`config.mk`:
```
export PLATFORM = sky130hd
export DESIGN_NAME = edssa_vector_unit
export DESIGN_NICKNAME = d
export VERILOG_FILES = /design/src/edssa_pkg.sv /design/src/edssa_vector_unit.sv
export SDC_FILE = /design/constraint.sdc
export NUM_CORES = 1
export LEC_CHECK = 0
export BUFFER_PORTS_ARGS = -buffer_cell sky130_fd_sc_hd__buf_2
export CAP_MARGIN = 20
export CORE_ASPECT_RATIO = 0.7
export CORE_MARGIN = 4
export CORE_UTILIZATION = 55
export CTS_BUF_LIST = sky130_fd_sc_hd__clkbuf_8
export DETAILED_ROUTE_END_ITERATION = 8
export GPL_TIMING_DRIVEN = 1
export PLACE_DENSITY = 0.83
export SYNTH_ARGS = -nofsm -noshare
export SYNTH_HDL_FRONTEND = slang
export SYNTH_SLANG_ARGS = --single-unit
```
`constraint.sdc`:
```
create_clock -name clock -period 7.41 [get_ports clock]
set_clock_uncertainty 0.15 [all_clocks]
set_input_delay 1.482 -clock clock [delete_from_list [all_inputs] [get_ports clock]]
set_output_delay 1.482 -clock clock [all_outputs]
set_load 0.01 [all_outputs]
```
`src/edssa_pkg.sv`:
```
// ----------------------------------------------------------------------------
// edssa_pkg
// Shared widths, operation codes and types of the elastic-degenerate
// Shift-And search block.
// ----------------------------------------------------------------------------
package edssa_pkg;

   localparam int ALPHABET_SIZE = 256;
   localparam int MAX_PATTERN   = 32;
   localparam int SYM_W         = 8;
   localparam int POS_W         = 5;
   localparam int OP_W          = 3;
   localparam int PLEN_W        = 6;
   localparam int CNT_W         = 32;

   // operation codes
   localparam logic [OP_W-1:0] OP_CLEAR      = 3'd0;
   localparam logic [OP_W-1:0] OP_LOAD       = 3'd1;
   localparam logic [OP_W-1:0] OP_TEXT       = 3'd2;
   localparam logic [OP_W-1:0] OP_ELEM_START = 3'd3;
   localparam logic [OP_W-1:0] OP_SYMBOL     = 3'd4;
   localparam logic [OP_W-1:0] OP_ELEM_END   = 3'd5;
   localparam logic [OP_W-1:0] OP_SEG_END    = 3'd6;

   typedef logic [MAX_PATTERN-1:0] vec_type;

   // one input item as held in the input register
   typedef struct packed {
      logic [OP_W-1:0]  op;
      logic [SYM_W-1:0] symbol;
      logic [POS_W-1:0] position;
   } item_type;

   // pipeline strobes shared by the stages
   typedef struct packed {
      logic load;      // input register takes a new item
      logic advance;   // input register item moves to the result register
   } pipe_ctl_type;

endpackage

```
`src/edssa_vector_unit.sv`:
```
// ----------------------------------------------------------------------------
// edssa_vector_unit
// Shift-And state: element, segment-start and merge vectors and the
// saturating match counter; produces the result fields of each item.
// ----------------------------------------------------------------------------
module edssa_vector_unit (
   input  logic                         clock,
   input  logic                         reset,
   input  logic                         advance,
   input  edssa_pkg::item_type          s1_item,
   input  edssa_pkg::vec_type           mask,
   input  logic [edssa_pkg::PLEN_W-1:0] plen,
   output logic                         hit,
   output logic [edssa_pkg::CNT_W-1:0]  match_count,
   output edssa_pkg::vec_type           active_bits
);
   import edssa_pkg::*;

   vec_type              ev_ff, ev_in;
   vec_type              ss_ff, ss_in;
   vec_type              sm_ff, sm_in;
   logic [CNT_W-1:0]     cnt_ff, cnt_in;
   vec_type              ev_step;
   logic                 plen_ok;
   logic [POS_W-1:0]     plen_m1;

   // next state per operation
   always_comb begin
      ev_step = ((ev_ff << 1) | vec_type'(1)) & mask;
      plen_ok = (plen != '0) && (plen <= PLEN_W'(MAX_PATTERN));
      plen_m1 = POS_W'(plen - PLEN_W'(1));
      ev_in   = ev_ff;
      ss_in   = ss_ff;
      sm_in   = sm_ff;
      cnt_in  = cnt_ff;
      hit     = 1'b0;
      case (s1_item.op)
         OP_TEXT: begin
            ev_in  = '0;
            ss_in  = '0;
            sm_in  = '0;
            cnt_in = '0;
         end
         OP_ELEM_START: begin
            ev_in = ss_ff;
         end
         OP_SYMBOL: begin
            ev_in = ev_step;
            hit   = plen_ok && ev_step[plen_m1];
            if (hit && (cnt_ff != '1)) begin
               cnt_in = cnt_ff + CNT_W'(1);
            end
         end
         OP_ELEM_END: begin
            sm_in = sm_ff | ev_ff;
         end
         OP_SEG_END: begin
            ss_in = sm_ff;
            sm_in = '0;
         end
         default: begin
         end
      endcase
      match_count = cnt_in;
      active_bits = ev_in;
   end

   always_ff @(posedge clock) begin
      if (reset) begin
         ev_ff  <= '0;
         ss_ff  <= '0;
         sm_ff  <= '0;
         cnt_ff <= '0;
      end else if (advance) begin
         ev_ff  <= ev_in;
         ss_ff  <= ss_in;
         sm_ff  <= sm_in;
         cnt_ff <= cnt_in;
      end
   end

   // counter moves only on a hit or a text start
   a_cnt_move: assert property (@(posedge clock) disable iff (reset)
      (advance && !hit && s1_item.op != OP_TEXT) |=> $stable(cnt_ff))
      else $error("counter changed without hit");

   // a text start empties every vector
   a_text_clear: assert property (@(posedge clock) disable iff (reset)
      (advance && s1_item.op == OP_TEXT) |=> (ev_ff == '0 && ss_ff == '0 && sm_ff == '0))
      else $error("text start left state");

endmodule

```
After elaboration in Yosys (flattened, before gate mapping):

Index checks and enable logic that the tools add are counted.

* register bits after elaboration: 128
* input port bits: 57
* output and inout bits: 65
* word-level logic and storage cells: 33

* add/sub/neg operators: 2
* magnitude comparators: 2
* equal/unequal tests: 6
* multiplexer cells: 8
* bitwise logic cells: 2
* reduce and logical (&&, ||, !) cells: 9

Operators with widths (number)
* case mux 32 bit (2 select lines): 3
* case mux 32 bit (3 select lines): 1
* adder 32 x 1 -> 32 bit, second input constant: 1
* AND 32 bit: 1
* two-way mux 32 bit: 1
* inequality test 32 bit, second input constant: 1
* OR 32 bit: 1
* equality test 3 bit, second input constant: 3
* equality test 3 x 2 -> 1 bit, second input constant: 2
* less-or-equal comparator 6 bit, second input constant: 1
* < comparator 5 x 6 -> 1 bit, second input constant: 1
* nonzero test 6 bit: 1
* binary-select mux 1 bit (select 5 bit): 1
* subtractor 5 x 1 -> 5 bit, second input constant: 1
* AND reduction 2 bit: 2
* nonzero test 2 bit: 2
* logical AND 1 bit: 3
* two-way mux 1 bit: 2
* OR reduction 2 bit: 1

Logic depth before layout (Yosys ltp):

Gate-level depths: netlist of the first run.

* depth after elaboration: 7
* mapped depth: 11
* depth with buffers taken out: 10

Least setup slack after synthesis of the first run:

No wires, ideal clock.

* kind: input -> output
* from: input plen[0] (netlist bit)
* to: output match_count[29] (netlist bit)
* arrival time: 4038 ps
* required time: 5778 ps
* setup slack: 1740 ps
* stages: 11
* buffers on the path: 2
* cells stage by stage: inv_2 ha_1 inv_1 mux4_2 mux2_2 o22ai_2 buf_4 nor2_1 buf_2 nor3_1 mux2i_1

* longest elaborated chain between the ends: 7
* elaborated cells on any way between the ends: 10
* classes of those cells: add/sub (1); order compare (1); mux (4); reduce/logical (4)

Ends and longest elaborated chain
* start, declared: RTL line edssa_vector_unit.sv:12 `input logic [edssa_pkg::PLEN_W-1:0] plen,`
* subtractor 5 x 1 -> 5 bit: RTL line edssa_vector_unit.sv:31 `plen_m1 = POS_W'(plen - PLEN_W'(1));`
* binary-select mux 1 bit (select 5 bit): RTL line edssa_vector_unit.sv:49 `hit = plen_ok && ev_step[plen_m1];`
* two-way mux 1 bit (not written as such): RTL line edssa_vector_unit.sv:49
* logical AND 1 bit (*): RTL line edssa_vector_unit.sv:49
* logical AND 1 bit (*): RTL line edssa_vector_unit.sv:50 `if (hit && (cnt_ff != '1)) begin`
* two-way mux 32 bit (*): RTL line edssa_vector_unit.sv:50
* case mux 32 bit (2 select lines) (*): RTL line edssa_vector_unit.sv:37 `case (s1_item.op)`
* end, declared: RTL line edssa_vector_unit.sv:14 `output logic [edssa_pkg::CNT_W-1:0] match_count,`

Mark *: on every way between the ends. The rest lies on a longest branch, timed or not. The select of a mux whose other input is x is not followed.

Worst setup path after layout of the first run:

* from: input plen[0] (netlist bit)
* to: output match_count[0] (netlist bit)

Same word-level chain as after synthesis.

==> results of run 1 <==
-- flip-flops by register name, indices dropped and copies added (netlist names) --
register / flops
cnt_ff: 32
ss_ff: 32
ev_ff: 32
sm_ff: 32
-- layer usage --
layer,up-vias,global-route usage
li1,3565,-
met2,398,0.3929
met3,43,0.05418
met1,3537,0.4127
met5,-,0
met4,0,0.09128
-- final timing paths --
path              slack (ps)             end  cells past startpoint
hold reg to reg          320       ss_ff[21]                      1
setup reg to reg        4310      cnt_ff[31]                      6
setup / recovery         800  match_count[0]                     13
hold / removal           320       ss_ff[21]                      1
-- Yosys cell counts (all sizes together), types with 3 or more instances --
cell     count  share of area
nor2b       10         0.0085
and2         6         0.0051
o31a         9          0.011
mux2i       48          0.065
nand2      118          0.060
a31oi       12          0.010
nand3       40          0.027
nand2b      10         0.0085
a221oi      32          0.038
o221ai       6         0.0071
a41o         3         0.0041
inv         11         0.0056
o2111ai      4         0.0048
dfxtp      128           0.35
a21oi       70          0.048
o21bai       6         0.0061
o21ai       48          0.034
a21o         3         0.0031
nor4        19          0.018
or4          9         0.0092
a211o        4         0.0048
nor2        88          0.045
nor3        24          0.016
o211ai       6         0.0061
mux2         4         0.0066
or2          3         0.0025
and4         8         0.0095
buf         15          0.012
a22o        33          0.039
a211oi       5         0.0058
nand4        8         0.0088
ha           3         0.0051
or3          7         0.0066
and3        17          0.014
xor2         3         0.0046
mux4         7          0.022
clkbuf      60          0.031
-- through the flow --
step	util	total power [mW]	hold slack (ps)	cell area, µm²
final	0.6344	1.544	320.3	8334
after global routing	0.6344	1.597	328.9	8334
after CTS	0.6344	1.542	316.1	8334
after detailed placement	0.6051	0.9582	302.3	7950
after global placement	0.6030	0.9524	296.0	7923
after floorplan	-	0.8809	287.6	7365
-- kinds of logic (layout without fill, tap and decap cells) --
group / Yosys count / count (layout)
AO/OA/AOI/OAI: 259 / 259
XOR/XNOR: 5 / 5
multiplexers: 59 / 59
adder cells (fa/ha/maj): 3 / 3
AND/OR/NAND/NOR: 376 / 376
flip-flops: 128 / 128
buffers and inverters: 88 / 164
-- power groups by stage --
stage	registers (mW)	clock network, mW	logic (mW)
floorplan	0.737	0	0.144
global placement	0.743	0	0.210
detailed placement	0.743	0	0.215
CTS	0.727	0.599	0.216
global route	0.732	0.627	0.239
finish	0.728	0.597	0.219
-- layout by cell type, fill, tap and decap left out, types with 7 or more instances in the layout --
cell        n
nand3_1    40
a221oi_1   32
mux2i_1    48
a22o_1     33
nand4_1     7
and4_1      8
nor3_1     23
nand2_1   118
buf_4      11
a31oi_1    12
and3_1     17
inv_1       9
clkbuf_8   17
buf_2     108
nor2b_1    10
dfxtp_1   128
or4_1       9
o31a_1      9
o21ai_0    44
nor2_1     87
nand2b_1   10
a21oi_1    68
nor4_1     18
-- critical path: stages --
cell	delay [ps]
buf_2	140
inv_2	190
ha_1	330
xor2_2	520
a21oi_1	110
a211oi_1	390
o22ai_2	150
buf_4	210
o21ai_2	530
inv_2	220
a21oi_1	350
mux2_2	210
buf_2	120
-- final cells by class --
| class | count | share of cell area |
|---|---|---|
| flip-flops and latches | 128 | 0.3075 |
| well taps | 166 | 0.02492 |
| inverters | 12 | 0.005405 |
| repair buffers | 120 | 0.07807 |
| multi-input cells | 702 | 0.5381 |
| clock buffers | 17 | 0.02807 |
| clock inverters | 15 | 0.01802 |
==> impl_metrics.yaml, run 1 <==
clocking:
  clkTransAtPathRegs_ps: 90
  hold_buffers: 0
  post_cts_buffers: 0
  numClockSinks: 128
  cts_tree: "built"
  clk-insertion-delay-late_ps: 460
  cts_resized: 0
  numCtsBuffers: 17
  clockBufferDepth: 2
  htree_levels: 4
  cts.root.buffer_cell: "clkbuf_8"
setup_path:
  arrival_ps: 4970
  r2r_start: "cnt_ff[10]"
  critPathMaxFanout: 14
  cp-startpoint: "plen[0]"
  start_kind: "primary input"
  end_kind: "primary output"
  worstSetupPathType: "primary input to primary output"
  required_ps: 5780
placement:
  pre_cts_slack_ps: 873.5
  portBuffers: 108
  place_hpwl_um: 14100
  gp_congestion: 0.9285
  post-place-cells: 1128
power_and_ir_drop:
  seq_power_share: 0.472
  power.switching_uw: 485.0
  intPower_mw: 1.059
  ir_drop_uv: 122.9
  netSwitchingFraction: 0.3140
  p_per_area_nw_per_um2: 185.3
  clockPowerShare: 0.387
  combPwrFrac: 0.142
  leakage_nw: 3.235
drt:
  met2WireLength_um: 9270
  wl_per_cell_um: 18.60
  drt_iter0_markers: 895
  vias: 7543
  ant_nets: 0
  wl_met1_um: 9865
  routed_wl_um: 21580
  top_layer: "met4"
  via_per_inst: 6.503
  drt_pre_antenna_iters: 6
  dr_wl_met3_um: 2067
  drc_errors: 0
logic_synthesis:
  synth-adder-area-share: 0.005097
  ys_async_sr_fraction: 0
  synthSimpleGateAreaFrac: 0.2506
  synth_ff_type: "dfxtp_1"
  syn_area_per_cell_um2: 8.022
  netlist-cell-type-count: 75
  ys_warn_count: 0
  synth-compound-area-share: 0.2457
  muxShareOfSynthArea: 0.09429
  synth_nets: 978
  ys_seq_elements: 128
  synth_edf_count: 0
  synth_top_family_by_area: "simple AND/OR/NAND/NOR gates"
  synth-seq-area-share: 0.3479
  syn-cell-area_um2: 7365
  yosys.area_share.xor_xnor: 0.006966
  syn_inst: 918
hold_path:
  hp-class: "flop to flop"
  min-delay-start: "sm_ff[21]"
floorplanning:
  pin_count: 122
  die_height_um: 104.8
  core_um2: 13140
  die_w_um: 146.3
  fp-row-count: 35
  dieArea_um2: 15340
  initial_utilization: 0.5606
sta:
  final_hold_viol_count: 0
  worstMarginPinSlew_ps: 1012
  drv_slew: 0
  rsz0062_at_grt: "false"
  setup_viol: 0
  slew-limit-headroom: 0.3239
  fin_crit_ps: 6606
  finalCritPeriodShare: 0.8914
  fmax_ghz: 0.1514
  fin_setup_tns_ps: 0
  worst_slack_ps: 804.4
final_layout:
  antennaDiodeCount: 0
  final-instance-count-excl-fill: 1160
  fin_nets: 1041
  area_growth_pct: 13.17
  regArea_um2: 2562
  drive_above_1_share: 0.1841
  n_fill_cell: 1159
  multi_input_comb_area_um2: 4484
grt:
  antenna_found_initial: 0
  overflow: 0
  grt.total_usage: 0.2749
  grt_pass1_vias: 6699
  grt_max_degree: 57
  grt_pass1_wl_um: 34850
outcome:
  outcome: "completed"
flow_run:
  cap_violations: 0
Note: power is estimated with default switching activity, not from simulation.
==> run 2, diff against run 1 <==
ABC_AREA = 1   (was default)
==> run 2 against run 1 <==
Cell area decreased by 2.3%. Sequential cell count did not move. Global-route usage shrank 0.41 points.
==> impl_metrics.yaml, run 2 <==
outcome:
  outcome: "completed"
setup_path:
  worstSetupPathType: "primary input to primary output"
  cp_common_cell: "nand3_1"
  path_buf_inv: 4
  crit_chain: "buf_2 -> inv_4 -> ha_1 -> clkinv_1 -> nand3_1 -> nand3_1 -> nand3_1 -> nand3b_2 -> nand2_2 -> nand3_2 -> o21bai_1 -> nand2_1 -> buf_2"
  arrival_ps: 4460
  critPathTopFamily: "simple AND/OR/NAND/NOR gates"
  crit_path_top_delay_cell: "ha_1"
  critPathMaxStageDelay_ps: 560
  required_ps: 5780
  start_kind: "primary input"
  end_kind: "primary output"
  critPathMaxFanout: 18
final_layout:
  regArea_um2: 2562
  fin_nets: 1204
  drive_above_1_share: 0.1547
  layout_commonest_cell: "inv_1"
  antennaDiodeCount: 0
  n_fill_cell: 1160
  multi_input_comb_area_um2: 3556
  mostFrequentLayoutCells: "inv_1, nand2_1, nand3_1"
  area_growth_pct: 13.79
  final_util: 0.6469
logic_synthesis:
  syn_inst: 1068
  synth_nets: 1128
  yosysMostFrequentCell: "inv_1"
  synth_area_leaders: "dfxtp_1, nand3_1, inv_1, nand2_1, a21oi_1"
  synth_edf_count: 0
  syn_area_per_cell_um2: 6.702
  synth.largest_area_cell: "dfxtp_1"
  ys_seq_elements: 128
  synth_ff_type: "dfxtp_1"
  netlist-cell-type-count: 34
  yosys-top-cells-count: "inv_1, nand2_1, nand3_1"
  ys_async_sr_fraction: 0
  synth_top_area_share: 0.3580
  synth-seq-area-share: 0.3580
  syn-cell-area_um2: 7158
  ys_warn_count: 0
clocking:
  numClockSinks: 128
  hold_buffers: 0
  cts_resized: 0
  htree_levels: 4
  clockBufferDepth: 2
  clkTransAtPathRegs_ps: 80
  post_cts_buffers: 0
  clk-insertion-delay-late_ps: 440
  cts.root.buffer_cell: "clkbuf_8"
  numCtsBuffers: 17
  cts_tree: "built"
drt:
  via_per_inst: 5.772
  vias: 7613
  drt_pre_antenna_iters: 6
  drt_iter0_markers: 740
  drc_errors: 0
  ant_nets: 0
  wl_per_cell_um: 15.18
  routed_wl_um: 20020
floorplanning:
  fp-row-count: 34
  die_height_um: 103.5
  initial_utilization: 0.5685
  core_um2: 12590
  dieArea_um2: 14930
  die_w_um: 144.4
  pin_count: 122
grt:
  grt_pass1_vias: 6631
  grt_max_degree: 80
  overflow: 0
  grt_pass1_wl_um: 32660
  grt.total_usage: 0.2708
  antenna_found_initial: 0
placement:
  gp_congestion: 0.9356
  place_hpwl_um: 13220
  portBuffers: 108
power_and_ir_drop:
  p_per_area_nw_per_um2: 201.8
  ir_drop_uv: 122.1
  leakage_nw: 3.663
sta:
  fin_crit_ps: 6093
  fin_setup_tns_ps: 0
  fmax_ghz: 0.1641
  slew-limit-headroom: 0.3935
  worstMarginPinSlew_ps: 907.6
  drv_slew: 0
  setup_viol: 0
  final_hold_viol_count: 0
  rsz0062_at_grt: "false"
  finalCritPeriodShare: 0.8222
flow_run:
  cap_violations: 0
hold_path:
  hp-class: "flop to flop"
run 2: cell types whose count changed after synthesis, sizes merged, moves of 27 or more:
cell    change
inv       +189
nand3     +121
nand2      +59
mux2i      -48
nor2       -38
a22o       -33
a221oi     -32
nand4      +30
a21oi      +27
run 2: power by group:
| group | internal, mW | total, mW | leakage [nW] | switching (mW) |
|---|---|---|---|---|
| clock network | 0.337 | 0.642 | 0.199 | 0.304 |
| registers | 0.714 | 0.741 | 1.04 | 0.0270 |
| logic | 0.0842 | 0.261 | 2.42 | 0.177 |
run 2: cell families after synthesis:
logic type                 after synthesis  share of synthesized area
AOI/OAI and AO/OA                      214                     0.1891
xor gates and xnor gates                13                    0.01696
adders and majority gates                3                   0.005244
buffers and inverters                  266                     0.1472
DFF                                    128                     0.3580
and+or+nand+nor                        444                     0.2835
run 2: path summary, 6_finish.rpt:
path         startpoint        endpoint  slack (ps)  cells past startpoint
max             plen[0]  match_count[0]        1320                     13
min            sm_ff[6]        sm_ff[6]         310                      2
max reg2reg   cnt_ff[0]      cnt_ff[23]        4590                     12
min reg2reg    sm_ff[6]        sm_ff[6]         310                      2
run 2: through the flow:
step | worst slack, ps | power, mW | cells | hold slack (ps) | area, µm²
floorplan | 2384 | 0.9265 | 1068 | 285.7 | 7158
global placement | 1406 | 1.004 | 1286 | 297.1 | 7705
detailed placement | 1441 | 1.010 | 1286 | 301.8 | 7705
CTS | 1430 | 1.644 | 1318 | 313.8 | 8125
global route | 1207 | 1.716 | 1319 | 329.0 | 8145
finish | 1317 | 1.643 | 1319 | 310.3 | 8145
run 2: worst min-delay path, stage by stage (launching register included):
cell,delay (ps)
dfxtp_1,300
inv_1,60
a21oi_1,60
run 2: area by class of cell:
type                            instances  area share
Tap cell                              162     0.02488
Clock inverter                         15     0.02289
Sequential cell                       128      0.3146
Timing Repair Buffer                  119     0.07803
Multi-Input combinational cell        674      0.4366
Clock buffer                           17     0.02872
Inverter                              204     0.09432
run 2: metal layers:
metal / track usage / vias up / share of wire
met4: 0.07384 / 0 / 0.017
li1: - / 3722 / -
met5: 0 / - / 0
met3: 0.06112 / 40 / 0.11
met1: 0.3980 / 3450 / 0.45
met2: 0.4009 / 401 / 0.42
==> run 3, diff against run 2 <==
ABC_AREA = 0   (was 1)
CORE_UTILIZATION = 53   (was 55)
PLACE_DENSITY = 0.84   (was 0.83)
clock period = 5.47 ns   (was 7.41 ns; I/O delays follow)
==> run 3 against run 2 <==
Register-to-register slack worse by 2100 ps. Worst hold slack better by 11 ps. Sequential cell count stayed put. Clock power is 16% higher. Sequential power is 33% higher. Utilization is 2.1 points lower. Via count hardly changed. Final cell count is 10% lower. Sequential share of layout area is 0.83 points lower. Combinational power is 15% higher. Setup slack worse by 1200 ps. First-iteration DRC count is 16% higher. Critical path type unchanged.
==> impl_metrics.yaml, run 3 (synthesis gave the netlist of run 1 again) <==
outcome:
  outcome: "completed"
clocking:
  clkTransAtPathRegs_ps: 70
  hold_buffers: 0
  cts_tree: "built"
  htree_levels: 4
  cts.root.buffer_cell: "clkbuf_8"
  clockBufferDepth: 2
  numClockSinks: 128
  numCtsBuffers: 17
  clk-insertion-delay-late_ps: 450
  post_cts_buffers: 0
sta:
  slew-limit-headroom: 0.3333
  fin_setup_tns_ps: 0
  setup_viol: 0
  worstMarginPinSlew_ps: 998.9
  fmax_ghz: 0.1870
  finalCritPeriodShare: 0.9777
  final_hold_viol_count: 0
  drv_slew: 0
  rsz0062_at_grt: "false"
  fin_crit_ps: 5348
  worst_slack_ps: 122.1
  fin_hold_ws_ps: 321.5
power_and_ir_drop:
  combPwrFrac: 0.147
  netSwitchingFraction: 0.3135
  leakage_nw: 3.245
  seq_power_share: 0.486
  ir_drop_uv: 169.8
  intPower_mw: 1.394
  power.switching_uw: 636.6
  p_per_area_nw_per_um2: 242.7
  clockPowerShare: 0.367
setup_path:
  start_kind: "primary input"
  arrival_ps: 4100
  r2r_slack_ps: 2510
  rr_endpoint: "cnt_ff[30]"
  end_kind: "primary output"
  critPathMaxFanout: 10
  worstSetupPathType: "primary input to primary output"
  required_ps: 4230
  r2r_start: "cnt_ff[0]"
  reg2reg_depth: 7
final_layout:
  regArea_um2: 2562
  area_growth_pct: 13.59
  n_fill_cell: 1183
  fin_nets: 1048
  layout_commonest_cell: "dfxtp_1"
  mostFrequentLayoutCells: "dfxtp_1, nand2_1, buf_2"
  multi_input_comb_area_um2: 4488
  antennaDiodeCount: 0
  drive_above_1_share: 0.1898
floorplanning:
  initial_utilization: 0.5514
  dieArea_um2: 15880
  core_um2: 13360
  die_height_um: 106.6
  die_w_um: 148.9
  fp-row-count: 35
  pin_count: 122
drt:
  drc_errors: 0
  ant_nets: 0
  drt_iter0_markers: 861
  drt_pre_antenna_iters: 6
  via_per_inst: 6.418
  vias: 7612
  wl_per_cell_um: 18.33
  routed_wl_um: 21740
hold_path:
  min_path_cells: 1
  min-delay-start: "sm_ff[7]"
  hp-class: "flop to flop"
  hold_end: "ss_ff[7]"
grt:
  grt.total_usage: 0.2651
  grt_pass1_vias: 6619
  antenna_found_initial: 0
  grt_pass1_wl_um: 34250
  grt_max_degree: 71
  overflow: 0
placement:
  portBuffers: 108
  gp_congestion: 0.9030
  pre_cts_slack_ps: 97.84
  place_hpwl_um: 14130
flow_run:
  cap_violations: 0
[run 3: how the worst max path moves through the flow]
stage	start	depth (start not counted)	slack, ps	to
after CTS	plen[0]	13	80	match_count[0]
after detailed placement	plen[1]	13	100	match_count[0]
after global routing	plen[0]	13	7	match_count[0]
after global placement	plen[0]	13	140	match_count[0]
after floorplan	plen[0]	11	580	match_count[29]
final	plen[0]	13	120	match_count[0]
[run 3: worst max-delay path, stage by stage]
cell and delay (ps):
buf_2 100, inv_2 40, ha_1 350, inv_1 340, mux4_2 540, mux2_2 300
o22ai_2 170, buf_4 230, o21ai_4 130, inv_2 210, a21oi_1 150, mux2_2 290
buf_2 140
[run 3: layout make-up]
type                       count  share of cell area
tap                          185             0.02767
clock inverter                14             0.01286
sequential                   128              0.3063
inverter                      12            0.005384
multi-input combinational    702              0.5365
clock buffer                  18             0.02961
timing repair buffer         127             0.08166
[run 3: routing by layer]
metal  GRT usage  up-vias  wire length (µm)
met2      0.3917      429              9187
li1            -     3571                 -
met4     0.05356        0               291
met1      0.3913     3585              9810
met3     0.06844       27              2449
met5           0        -                 0
[run 3: metrics by stage]
stage | cells | cell area [µm²] | total power [mW] | utilization
finish | 1186 | 8366 | 2.031 | 0.6263
global route | 1186 | 8366 | 2.108 | 0.6263
CTS | 1186 | 8347 | 2.025 | 0.6249
detailed placement | 1154 | 7991 | 1.298 | 0.5983
global placement | 1154 | 7991 | 1.292 | 0.5983
floorplan | 918 | 7365 | 1.193 | -
[run 3: power by group through the flow]
stage	clock, mW	sequential, mW	combinational (mW)
final	0.746	0.986	0.299
after global routing	0.793	0.991	0.324
after CTS	0.747	0.985	0.293
after detailed placement	0	1.01	0.291
after global placement	0	1.01	0.287
after floorplan	0	0.999	0.195
[run 3: timing repair]
action | 4_1_cts | 5_1_grt
hold endpoints to repair | 0 | 0
resized for setup | 0 | 2
endpoints found under the setup margin | 0 | 10
